--- src/shm_pkg.sv ---
package shm_pkg;
    localparam int TimeWidth = 32;
    localparam int CountWidth = 16;
    localparam int RateWidth = 16;
    localparam int CfgIdxWidth = 3;
    localparam int CfgDataWidth = 32;
    localparam int QueueDepth = 2;

    localparam logic [CfgIdxWidth-1:0] CfgWindow = 3'd0;
    localparam logic [CfgIdxWidth-1:0] CfgStatus = 3'd1;
    localparam logic [CfgIdxWidth-1:0] CfgCooldown = 3'd2;
    localparam logic [CfgIdxWidth-1:0] CfgTimeout = 3'd3;
    localparam logic [CfgIdxWidth-1:0] CfgMinFps = 3'd4;
    localparam logic [CfgIdxWidth-1:0] CfgMinHeap = 3'd5;
    localparam logic [CfgIdxWidth-1:0] CfgMaxRate = 3'd6;
    localparam logic [CfgIdxWidth-1:0] CfgDisplay = 3'd7;

    localparam logic [1:0] EvOther = 2'd0;
    localparam logic [1:0] EvHeartbeat = 2'd1;
    localparam logic [1:0] EvFrame = 2'd2;
    localparam logic [1:0] EvOwn = 2'd3;

    localparam logic [2:0] AnNone = 3'd0;
    localparam logic [2:0] AnHeartbeat = 3'd1;
    localparam logic [2:0] AnMemory = 3'd2;
    localparam logic [2:0] AnFps = 3'd3;
    localparam logic [2:0] AnLoad = 3'd4;

    localparam logic KindStatus = 1'b0;
    localparam logic KindAnomaly = 1'b1;

    typedef struct packed {
        logic        command;
        logic [1:0]  event_kind;
        logic [31:0] stamp;
        logic [23:0] free_heap;
    } t_in_word;

    typedef struct packed {
        logic        result_kind;
        logic        last_of_run;
        logic [31:0] report_time;
        logic [6:0]  health_score;
        logic [2:0]  anomaly_code;
        logic        degraded;
        logic        heartbeat_ok;
        logic        render_ok;
        logic        memory_ok;
        logic        load_ok;
        logic [15:0] event_rate;
        logic [15:0] frame_rate;
    } t_out_word;

    typedef struct packed {
        logic [31:0] window_ms;
        logic [31:0] status_interval_ms;
        logic [31:0] anomaly_cooldown_ms;
        logic [31:0] stale_limit_ms;
        logic [15:0] fps_floor;
        logic [23:0] min_free_heap;
        logic [15:0] max_event_rate;
        logic        display_on;
    } t_cfg;

    typedef enum logic [2:0] {
        ST_IDLE, ST_WIN, ST_DIV, ST_EVAL, ST_STATUS, ST_ANOM
    } t_state;
endpackage

--- src/system_health_monitor.sv ---
// Channel | Direction | Handshake          | Payload
// input   | in        | i_valid / o_stall  | t_in_word
// output  | out       | o_valid / i_stall  | t_out_word
// config  | in        | i_cfg_we           | i_cfg_idx, i_cfg_data
// An event word passes through the queue to the back end.
// A tick runs the bit-serial divider when the window closes and skips it
// otherwise; output stalls can hold it.
// Reset is synchronous and restores the default configuration; it clears the counters, rates, timestamps and o_valid.
// The two-entry queue keeps accepting while the back end waits on the output, until it is full.
module system_health_monitor #(
    parameter int TIME_WIDTH = shm_pkg::TimeWidth,
    parameter int COUNT_WIDTH = shm_pkg::CountWidth
) (
    input  logic                                i_clk,
    input  logic                                i_rst_n,
    input  logic                                i_valid,
    output logic                                o_stall,
    input  shm_pkg::t_in_word                   i_word,
    output logic                                o_valid,
    input  logic                                i_stall,
    output shm_pkg::t_out_word                  o_word,
    input  logic                                i_cfg_we,
    input  logic [shm_pkg::CfgIdxWidth-1:0]     i_cfg_idx,
    input  logic [shm_pkg::CfgDataWidth-1:0]    i_cfg_data
);
    shm_pkg::t_cfg r_cfg;
    shm_pkg::t_in_word q_word;
    logic q_valid, q_pop;

    always_ff @(posedge i_clk) begin
        if (!i_rst_n) begin
            r_cfg.window_ms <= 32'd1000;
            r_cfg.status_interval_ms <= 32'd1000;
            r_cfg.anomaly_cooldown_ms <= 32'd5000;
            r_cfg.stale_limit_ms <= 32'd3000;
            r_cfg.fps_floor <= 16'd10;
            r_cfg.min_free_heap <= 24'd20000;
            r_cfg.max_event_rate <= 16'd200;
            r_cfg.display_on <= 1'b1;
        end else if (i_cfg_we) begin
            case (i_cfg_idx)
                shm_pkg::CfgWindow: r_cfg.window_ms <= i_cfg_data;
                shm_pkg::CfgStatus: r_cfg.status_interval_ms <= i_cfg_data;
                shm_pkg::CfgCooldown: r_cfg.anomaly_cooldown_ms <= i_cfg_data;
                shm_pkg::CfgTimeout: r_cfg.stale_limit_ms <= i_cfg_data;
                shm_pkg::CfgMinFps: r_cfg.fps_floor <= i_cfg_data[15:0];
                shm_pkg::CfgMinHeap: r_cfg.min_free_heap <= i_cfg_data[23:0];
                shm_pkg::CfgMaxRate: r_cfg.max_event_rate <= i_cfg_data[15:0];
                shm_pkg::CfgDisplay: r_cfg.display_on <= i_cfg_data[0];
                default: ;
            endcase
        end
    end

    shm_front u_front (
        .i_clk, .i_rst_n, .i_valid, .o_stall, .i_word,
        .o_q_valid(q_valid), .i_q_pop(q_pop), .o_q_word(q_word)
    );

    shm_back #(.TIME_WIDTH(TIME_WIDTH), .COUNT_WIDTH(COUNT_WIDTH)) u_back (
        .i_clk, .i_rst_n, .i_cfg(r_cfg), .i_q_valid(q_valid), .o_q_pop(q_pop),
        .i_q_word(q_word), .o_valid, .i_stall, .o_word
    );
endmodule

--- src/shm_front.sv ---
module shm_front (
    input  logic              i_clk,
    input  logic              i_rst_n,
    input  logic              i_valid,
    output logic              o_stall,
    input  shm_pkg::t_in_word i_word,
    output logic              o_q_valid,
    input  logic              i_q_pop,
    output shm_pkg::t_in_word o_q_word
);
    shm_pkg::t_in_word r_mem [shm_pkg::QueueDepth];
    logic r_wp, r_rp;
    logic [1:0] r_cnt, n_cnt;
    logic push, pop;

    assign o_stall = (r_cnt == 2'(shm_pkg::QueueDepth));
    assign push = i_valid && !o_stall && !(i_word.command == 1'b0 &&
                  i_word.event_kind == shm_pkg::EvOwn);
    assign o_q_valid = (r_cnt != 2'd0);
    assign pop = i_q_pop && o_q_valid;
    assign o_q_word = r_mem[r_rp];

    always_comb begin
        n_cnt = r_cnt + 2'(push) - 2'(pop);
    end

    always_ff @(posedge i_clk) begin
        if (!i_rst_n) begin
            r_wp <= 1'b0;
            r_rp <= 1'b0;
            r_cnt <= 2'd0;
        end else begin
            r_cnt <= n_cnt;
            if (push) r_wp <= ~r_wp;
            if (pop) r_rp <= ~r_rp;
        end
    end

    always_ff @(posedge i_clk) begin
        if (push) r_mem[r_wp] <= i_word;
    end
endmodule

--- src/shm_divider.sv ---
module shm_divider #(
    parameter int TIME_WIDTH = shm_pkg::TimeWidth,
    parameter int COUNT_WIDTH = shm_pkg::CountWidth
) (
    input  logic                   i_clk,
    input  logic                   i_rst_n,
    input  logic                   i_start,
    input  logic [COUNT_WIDTH-1:0] i_count_a,
    input  logic [COUNT_WIDTH-1:0] i_count_b,
    input  logic [TIME_WIDTH-1:0]  i_divisor,
    output logic                   o_done,
    output logic [15:0]            o_rate_a,
    output logic [15:0]            o_rate_b
);
    localparam int NW = COUNT_WIDTH + 10;
    localparam int RW = (TIME_WIDTH > NW ? TIME_WIDTH : NW) + 1;
    localparam int CW = $clog2(NW + 1);

    logic [NW-1:0] r_qa, r_qb;
    logic [RW-1:0] r_ra, r_rb;
    logic [TIME_WIDTH-1:0] r_d;
    logic [CW-1:0] r_n;
    logic r_busy;
    logic [RW-1:0] sa, sb, dx;

    assign dx = RW'(r_d);
    assign sa = {r_ra[RW-2:0], r_qa[NW-1]};
    assign sb = {r_rb[RW-2:0], r_qb[NW-1]};
    assign o_done = r_busy && (r_n == CW'(0));
    assign o_rate_a = (r_qa > NW'(16'hFFFF)) ? 16'hFFFF : r_qa[15:0];
    assign o_rate_b = (r_qb > NW'(16'hFFFF)) ? 16'hFFFF : r_qb[15:0];

    always_ff @(posedge i_clk) begin
        if (!i_rst_n) begin
            r_busy <= 1'b0;
            r_n <= '0;
        end else if (i_start) begin
            r_busy <= 1'b1;
            r_n <= CW'(NW);
        end else if (r_busy) begin
            if (r_n == CW'(0)) r_busy <= 1'b0;
            else r_n <= r_n - CW'(1);
        end
    end

    always_ff @(posedge i_clk) begin
        if (i_start) begin
            r_qa <= NW'(i_count_a) * NW'(1000);
            r_qb <= NW'(i_count_b) * NW'(1000);
            r_ra <= '0;
            r_rb <= '0;
            r_d <= i_divisor;
        end else if (r_busy && r_n != CW'(0)) begin
            if (sa >= dx) begin
                r_ra <= sa - dx;
                r_qa <= {r_qa[NW-2:0], 1'b1};
            end else begin
                r_ra <= sa;
                r_qa <= {r_qa[NW-2:0], 1'b0};
            end
            if (sb >= dx) begin
                r_rb <= sb - dx;
                r_qb <= {r_qb[NW-2:0], 1'b1};
            end else begin
                r_rb <= sb;
                r_qb <= {r_qb[NW-2:0], 1'b0};
            end
        end
    end
endmodule

--- src/shm_back.sv ---
module shm_back #(
    parameter int TIME_WIDTH = shm_pkg::TimeWidth,
    parameter int COUNT_WIDTH = shm_pkg::CountWidth
) (
    input  logic               i_clk,
    input  logic               i_rst_n,
    input  shm_pkg::t_cfg      i_cfg,
    input  logic               i_q_valid,
    output logic               o_q_pop,
    input  shm_pkg::t_in_word  i_q_word,
    output logic               o_valid,
    input  logic               i_stall,
    output shm_pkg::t_out_word o_word
);
    shm_pkg::t_state r_state, n_state;
    logic [TIME_WIDTH-1:0] r_hb, r_act, r_win, r_stat, r_anom, r_now, r_el;
    logic [COUNT_WIDTH-1:0] r_ec, r_fc;
    logic [15:0] r_re, r_rf;
    logic [2:0] r_prev;
    logic [23:0] r_heap;
    logic r_hb_ok, r_rn, r_mem, r_ld, r_do_st, r_do_an;
    logic [6:0] r_score;
    logic [2:0] r_code;
    logic r_ovalid;
    shm_pkg::t_out_word r_out;
    logic div_start, div_done;
    logic [15:0] div_a, div_b;
    logic [TIME_WIDTH-1:0] now, el, hb_age, act_age;
    logic hb, rn, mem, ld;
    logic [6:0] score;
    logic [2:0] code;
    logic out_free;

    assign now = TIME_WIDTH'(i_q_word.stamp);
    assign el = now - r_win;
    assign hb_age = r_now - r_hb;
    assign act_age = r_now - r_act;
    assign out_free = !r_ovalid || !i_stall;
    assign o_valid = r_ovalid;
    assign o_word = r_out;

    shm_divider #(.TIME_WIDTH(TIME_WIDTH), .COUNT_WIDTH(COUNT_WIDTH)) u_div (
        .i_clk, .i_rst_n, .i_start(div_start), .i_count_a(r_ec), .i_count_b(r_fc),
        .i_divisor(r_el), .o_done(div_done), .o_rate_a(div_a), .o_rate_b(div_b)
    );

    always_comb begin
        hb = (hb_age <= TIME_WIDTH'(i_cfg.stale_limit_ms)) ||
             (act_age <= TIME_WIDTH'(i_cfg.stale_limit_ms));
        rn = !i_cfg.display_on || (r_rf >= i_cfg.fps_floor);
        mem = r_heap >= i_cfg.min_free_heap;
        ld = r_re <= i_cfg.max_event_rate;
        score = 7'd100 - (hb ? 7'd0 : 7'd35) - (rn ? 7'd0 : 7'd25)
              - (mem ? 7'd0 : 7'd25) - (ld ? 7'd0 : 7'd15);
        if (!hb) code = shm_pkg::AnHeartbeat;
        else if (!mem) code = shm_pkg::AnMemory;
        else if (!rn) code = shm_pkg::AnFps;
        else if (!ld) code = shm_pkg::AnLoad;
        else code = shm_pkg::AnNone;
    end

    always_comb begin
        n_state = r_state;
        o_q_pop = 1'b0;
        div_start = 1'b0;
        case (r_state)
            shm_pkg::ST_IDLE: begin
                if (i_q_valid) begin
                    o_q_pop = 1'b1;
                    if (i_q_word.command) n_state = shm_pkg::ST_WIN;
                end
            end
            shm_pkg::ST_WIN: begin
                if (r_el >= TIME_WIDTH'(i_cfg.window_ms) && r_el != '0) begin
                    div_start = 1'b1;
                    n_state = shm_pkg::ST_DIV;
                end else begin
                    n_state = shm_pkg::ST_EVAL;
                end
            end
            shm_pkg::ST_DIV: if (div_done) n_state = shm_pkg::ST_EVAL;
            shm_pkg::ST_EVAL: n_state = shm_pkg::ST_STATUS;
            shm_pkg::ST_STATUS: begin
                if (!r_do_st) n_state = shm_pkg::ST_ANOM;
                else if (out_free) n_state = shm_pkg::ST_ANOM;
            end
            shm_pkg::ST_ANOM: begin
                if (!r_do_an || out_free) n_state = shm_pkg::ST_IDLE;
            end
            default: n_state = shm_pkg::ST_IDLE;
        endcase
    end

    always_ff @(posedge i_clk) begin
        if (!i_rst_n) begin
            r_state <= shm_pkg::ST_IDLE;
            r_hb <= '0; r_act <= '0; r_win <= '0; r_stat <= '0; r_anom <= '0;
            r_ec <= '0; r_fc <= '0; r_re <= '0; r_rf <= '0;
            r_prev <= shm_pkg::AnNone;
            r_ovalid <= 1'b0;
        end else begin
            r_state <= n_state;
            if (r_ovalid && !i_stall) r_ovalid <= 1'b0;
            case (r_state)
                shm_pkg::ST_IDLE: begin
                    if (i_q_valid && !i_q_word.command) begin
                        if (r_ec != '1) r_ec <= r_ec + COUNT_WIDTH'(1);
                        r_act <= now;
                        if (i_q_word.event_kind == shm_pkg::EvHeartbeat) r_hb <= now;
                        if (i_q_word.event_kind == shm_pkg::EvFrame && r_fc != '1)
                            r_fc <= r_fc + COUNT_WIDTH'(1);
                    end
                end
                shm_pkg::ST_DIV: begin
                    if (div_done) begin
                        r_re <= div_a;
                        r_rf <= div_b;
                        r_ec <= '0;
                        r_fc <= '0;
                        r_win <= r_now;
                    end
                end
                shm_pkg::ST_STATUS: begin
                    if (r_do_st && out_free) begin
                        r_ovalid <= 1'b1;
                        r_stat <= r_now;
                    end
                end
                shm_pkg::ST_ANOM: begin
                    if (r_do_an && out_free) begin
                        r_ovalid <= 1'b1;
                        r_anom <= r_now;
                    end
                    if (!r_do_an || out_free) r_prev <= r_code;
                end
                default: ;
            endcase
        end
    end

    always_ff @(posedge i_clk) begin
        if (r_state == shm_pkg::ST_IDLE && i_q_valid) begin
            r_now <= now;
            r_el <= el;
            r_heap <= i_q_word.free_heap;
        end
        if (r_state == shm_pkg::ST_EVAL) begin
            r_hb_ok <= hb; r_rn <= rn; r_mem <= mem; r_ld <= ld;
            r_score <= score; r_code <= code;
            r_do_st <= (r_now - r_stat) >= TIME_WIDTH'(i_cfg.status_interval_ms);
            r_do_an <= code != r_prev && code != shm_pkg::AnNone &&
                       (r_now - r_anom) >= TIME_WIDTH'(i_cfg.anomaly_cooldown_ms);
        end
        if ((r_state == shm_pkg::ST_STATUS && r_do_st && out_free) ||
            (r_state == shm_pkg::ST_ANOM && r_do_an && out_free)) begin
            r_out.result_kind <= (r_state == shm_pkg::ST_ANOM) ?
                                 shm_pkg::KindAnomaly : shm_pkg::KindStatus;
            r_out.last_of_run <= (r_state == shm_pkg::ST_ANOM) || !r_do_an;
            r_out.report_time <= 32'(r_now);
            r_out.health_score <= r_score;
            r_out.anomaly_code <= r_code;
            r_out.degraded <= r_score < 7'd100;
            r_out.heartbeat_ok <= r_hb_ok;
            r_out.render_ok <= r_rn;
            r_out.memory_ok <= r_mem;
            r_out.load_ok <= r_ld;
            r_out.event_rate <= r_re;
            r_out.frame_rate <= r_rf;
        end
    end
endmodule

--- config.mk ---
export PLATFORM = sky130hd
export DESIGN_NAME = system_health_monitor
export DESIGN_NICKNAME = d
export VERILOG_FILES = /design/src/shm_pkg.sv /design/src/system_health_monitor.sv /design/src/shm_front.sv /design/src/shm_divider.sv /design/src/shm_back.sv
export SDC_FILE = /design/constraint.sdc
export NUM_CORES = 2
export LEC_CHECK = 0
export BUFFER_PORTS_ARGS = -buffer_cell sky130_fd_sc_hd__buf_2
export CAP_MARGIN = 10
export CORE_MARGIN = 2
export CORE_UTILIZATION = 31
export CTS_BUF_LIST = sky130_fd_sc_hd__clkbuf_4 sky130_fd_sc_hd__clkbuf_8
export CTS_CLUSTER_SIZE = 25
export DETAILED_ROUTE_END_ITERATION = 8
export GPL_TIMING_DRIVEN = 1
export HOLD_SLACK_MARGIN = 0.1
export PLACE_DENSITY_LB_ADDON = 0.08
export SYNTH_ARGS = -nofsm -noshare
export SYNTH_HDL_FRONTEND = slang
export SYNTH_SLANG_ARGS = --single-unit
--- constraint.sdc ---
create_clock -name i_clk -period 17.8 [get_ports i_clk]
set_input_delay 0 -clock i_clk [delete_from_list [all_inputs] [get_ports i_clk]]
set_output_delay 0 -clock i_clk [all_outputs]
set_load 0.1 [all_outputs]
==> reports/summary.txt <==
status: finished, final reports clean
antenna-violating nets left: 0
maximum root-to-sink buffer count: 3
critical path launch point: u_back.r_now[0]
DR WL/cell: 20.7 µm
Worst VDD drop: 0.0758 mV
Worst-path clk slew: 70 ps
Pins Over Slew Limit: 0
gr ovfl total: 0
Die Height: 418 µm
r2r endpoint: u_back.r_score[6]
met3 wire length: 5870 µm
row cnt: 151
Post-synth EDFFs: 381
Synth Register Bits: 878
Metal-1 WL: 80900 µm
Max Fclk: 0.130 GHz
Slew HR: 25.9%
Setup crit end: u_back.r_score[6]
Avg Synthesized Cell Area: 9.65 µm²
routed vias: 40673
R2R Setup Slk: 10080 ps
CORE AREA: 170000 µm²
clk_lat worst skew: 930 ps
Synth cell types: 85
synthesis-to-layout area growth: 17.7%
CP max stage cell: o31ai_1
R2R depth: 29
routed wl met2: 81200 µm
RSZ-0062 raised after global routing: no
hpwl dp: 124000 µm
IO Count: 182
Register Area: 21400 µm²
worst-path fanout max: 7
Die Wd: 418 µm
Critical Path Max Stage Delay: 560 ps
# hold bufs at CTS: 218
fillers: 17193
root buffer cell: clkbuf_8
Initial Utilization: 31.3%
CP endpoint kind: register
Syn Nets: 6280
dominant synthesized flop cell: dfxtp_1
vias in the first global route: 40988
Post-route DRC: 0
Pre-antenna DRT Iters: 9
worst slew pin tran: 1110 ps
largest net degree at the start of global routing: 158
H-tree levels: 4
Seq/Total Area, Yosys: 40.2%
max cap viols: 0
layout cells sized above 1: 10.7%
CP Class: register to register
DR vias/cell: 4.90
Highest Signal Layer: met5
power per cell area: 156 nW/µm²
startpoint types: register
final worst-path cycle share: 43.4%
Fin Setup TNS: 0 ps
Final WS setup: 10080 ps
CTS tree: yes
RD Place Congestion: 0.871
class of the worst hold path: input pin to register
final worst path period need: 7720 ps
area occupied by multi-input gates: 29200 µm²
global-route wire length before repair: 259000 µm
detailed router's first-iteration violation count: 2380
CTS resizes: 0
CP Data Arrival Time: 8360 ps
input/output buffers: 181
Tot GR Track Use: 19.5%
clk sinks: 878
Post CTS Setup Buffer Count: 0
Final Hold Viols: 0
Cells after Synth: 5507
cell area after synthesis: 53200 µm²
reg-to-reg critical path startpoint: u_back.r_now[0]
skew final: 70.9 ps
TritonCTS Buffers: 171
drt total wl: 172000 µm
# setup viols final: 0
Async S/R FF share, synth: 0%
Leak: 25.8 nW
Die ar.: 175000 µm²
initial antenna violation count: 8
yosys warns: 0
pre-CTS WS: 10080 ps
Data required, critical path: 18440 ps
Final #Nets: 6706
## layer usage
layer	vias up	global-route usage, %
met5	-	0
met2	589	32.8
li1	20360	-
met1	19521	26.3
met4	2	4.97
met3	201	2.76
## how the worst min path moves through the flow
stage | start | to | slack (ps) | cells after the start
2_1_floorplan | i_word[0] | u_front.r_mem[0][0] | 100 | 0
3_3_place_gp | i_word[32] | u_front.r_mem[1][32] | 190 | 1
3_5_place_dp | i_word[32] | u_front.r_mem[1][32] | 190 | 1
4_1_cts | i_cfg_data[10] | r_cfg[163] | 110 | 4
5_1_grt | i_cfg_data[10] | r_cfg[67] | 170 | 4
6_report | i_cfg_data[10] | r_cfg[163] | 180 | 4
## layout make-up
cell class	instances	share of cell area, %
well taps	2218	4.43
inverters	514	3.08
flip-flops and latches	878	34.2
multi-input cells	3925	46.6
clock buffers	257	5.11
diodes	3	0.0120
clock inverters	63	1.02
repair buffers	443	5.53
## layout by cell type (no fill, tap or decap), drive strengths merged, types with 52 or more instances in the layout
cell type / n
o21ai: 219
o211a: 68
a21boi: 262
a21oi: 283
inv: 523
clkbuf: 257
a21o: 180
nand2b: 52
dlygate4sd3: 217
nand3: 129
mux2i: 69
buf: 226
nor3: 62
ha: 555
dfxtp: 497
xor2: 79
xnor2: 180
nand4: 75
fa: 119
edfxtp: 381
o211ai: 55
nor2: 225
nand2: 769
nor2b: 63
## per-stage QoR
stage / instances / cell area (µm²) / power (mW) / utilization, % / hold WS (ps)
2_1_floorplan: 5507 / 53200 / 6.16 / - / 98.9
3_3_place_gp: 7760 / 56500 / 7.50 / 33.3 / 187
3_5_place_dp: 7760 / 56500 / 7.52 / 33.3 / 191
4_1_cts: 8298 / 62600 / 9.90 / 36.8 / 107
5_1_grt: 8299 / 62600 / 10.6 / 36.8 / 165
6_report: 8301 / 62600 / 9.78 / 36.8 / 180
## critical path, delay by kind of cell (launching register included)
family	cells	cell delay [ps]
AND/OR/NAND/NOR	6	940
XOR/XNOR	2	170
flip-flops	1	460
buffers and inverters	3	610
AO/OA/AOI/OAI	10	2720
adder cells (fa/ha/maj)	8	2520
## kinds of logic after synthesis
group	count (synthesis)	synth area share [%]
fa+ha+maj	674	17.5
compound gates	1379	18.2
mux	96	1.87
xor+xnor	259	4.27
buf+inv	704	5.05
simple gates	1517	12.8
flops	878	40.2
## cells in the mapped netlist (20+ instances only)
| master | n | share of area, % |
|---|---|---|
| nand2_1 | 769 | 5.4 |
| ha_1 | 555 | 13 |
| inv_1 | 514 | 3.6 |
| dfxtp_1 | 497 | 19 |
| edfxtp_1 | 381 | 22 |
| a21oi_1 | 283 | 2.7 |
| a21boi_0 | 261 | 3.7 |
| nor2_1 | 225 | 1.6 |
| o21ai_0 | 211 | 2.0 |
| a21o_1 | 180 | 2.5 |
| xnor2_1 | 180 | 3.0 |
| clkbuf_1 | 163 | 1.2 |
| nand3_1 | 129 | 1.2 |
| fa_1 | 119 | 4.5 |
| xor2_1 | 79 | 1.3 |
| nand4_1 | 75 | 0.88 |
| mux2i_1 | 69 | 1.3 |
| o211a_1 | 68 | 1.3 |
| nor2b_1 | 63 | 0.74 |
| nor3_1 | 62 | 0.58 |
| o211ai_1 | 55 | 0.78 |
| nand2b_1 | 52 | 0.61 |
| o21a_1 | 47 | 0.66 |
| a211oi_1 | 44 | 0.62 |
| o221a_2 | 33 | 0.70 |
| o21bai_1 | 31 | 0.44 |
| and3_1 | 29 | 0.34 |
| mux2_2 | 27 | 0.57 |
| and2_1 | 26 | 0.31 |
| a31oi_1 | 23 | 0.27 |
| nor4_1 | 23 | 0.27 |
| or3_1 | 23 | 0.27 |
| o31ai_1 | 20 | 0.28 |
## flip-flops by register name (all words and copies together), names as in the netlist, 24 cells and up, named ones only
signal / cells
r_cfg: 185
u_front.r_mem: 118
u_back.o_word: 81
u_back.r_act: 32
u_back.r_anom: 32
u_back.r_el: 32
u_back.r_hb: 32
u_back.r_now: 32
u_back.r_stat: 32
u_back.r_win: 32
u_back.u_div.r_d: 32
u_back.u_div.r_ra: 32
u_back.u_div.r_rb: 32
u_back.u_div.r_qa: 26
u_back.u_div.r_qb: 26
u_back.r_heap: 24
## where the power goes
group	total [mW]	internal (mW)	switching [mW]
Sequential	2.89	2.57	0.319
Clock	2.28	1.30	0.976
Combinational	4.61	1.87	2.74
(Power assumes the default switching activity.)
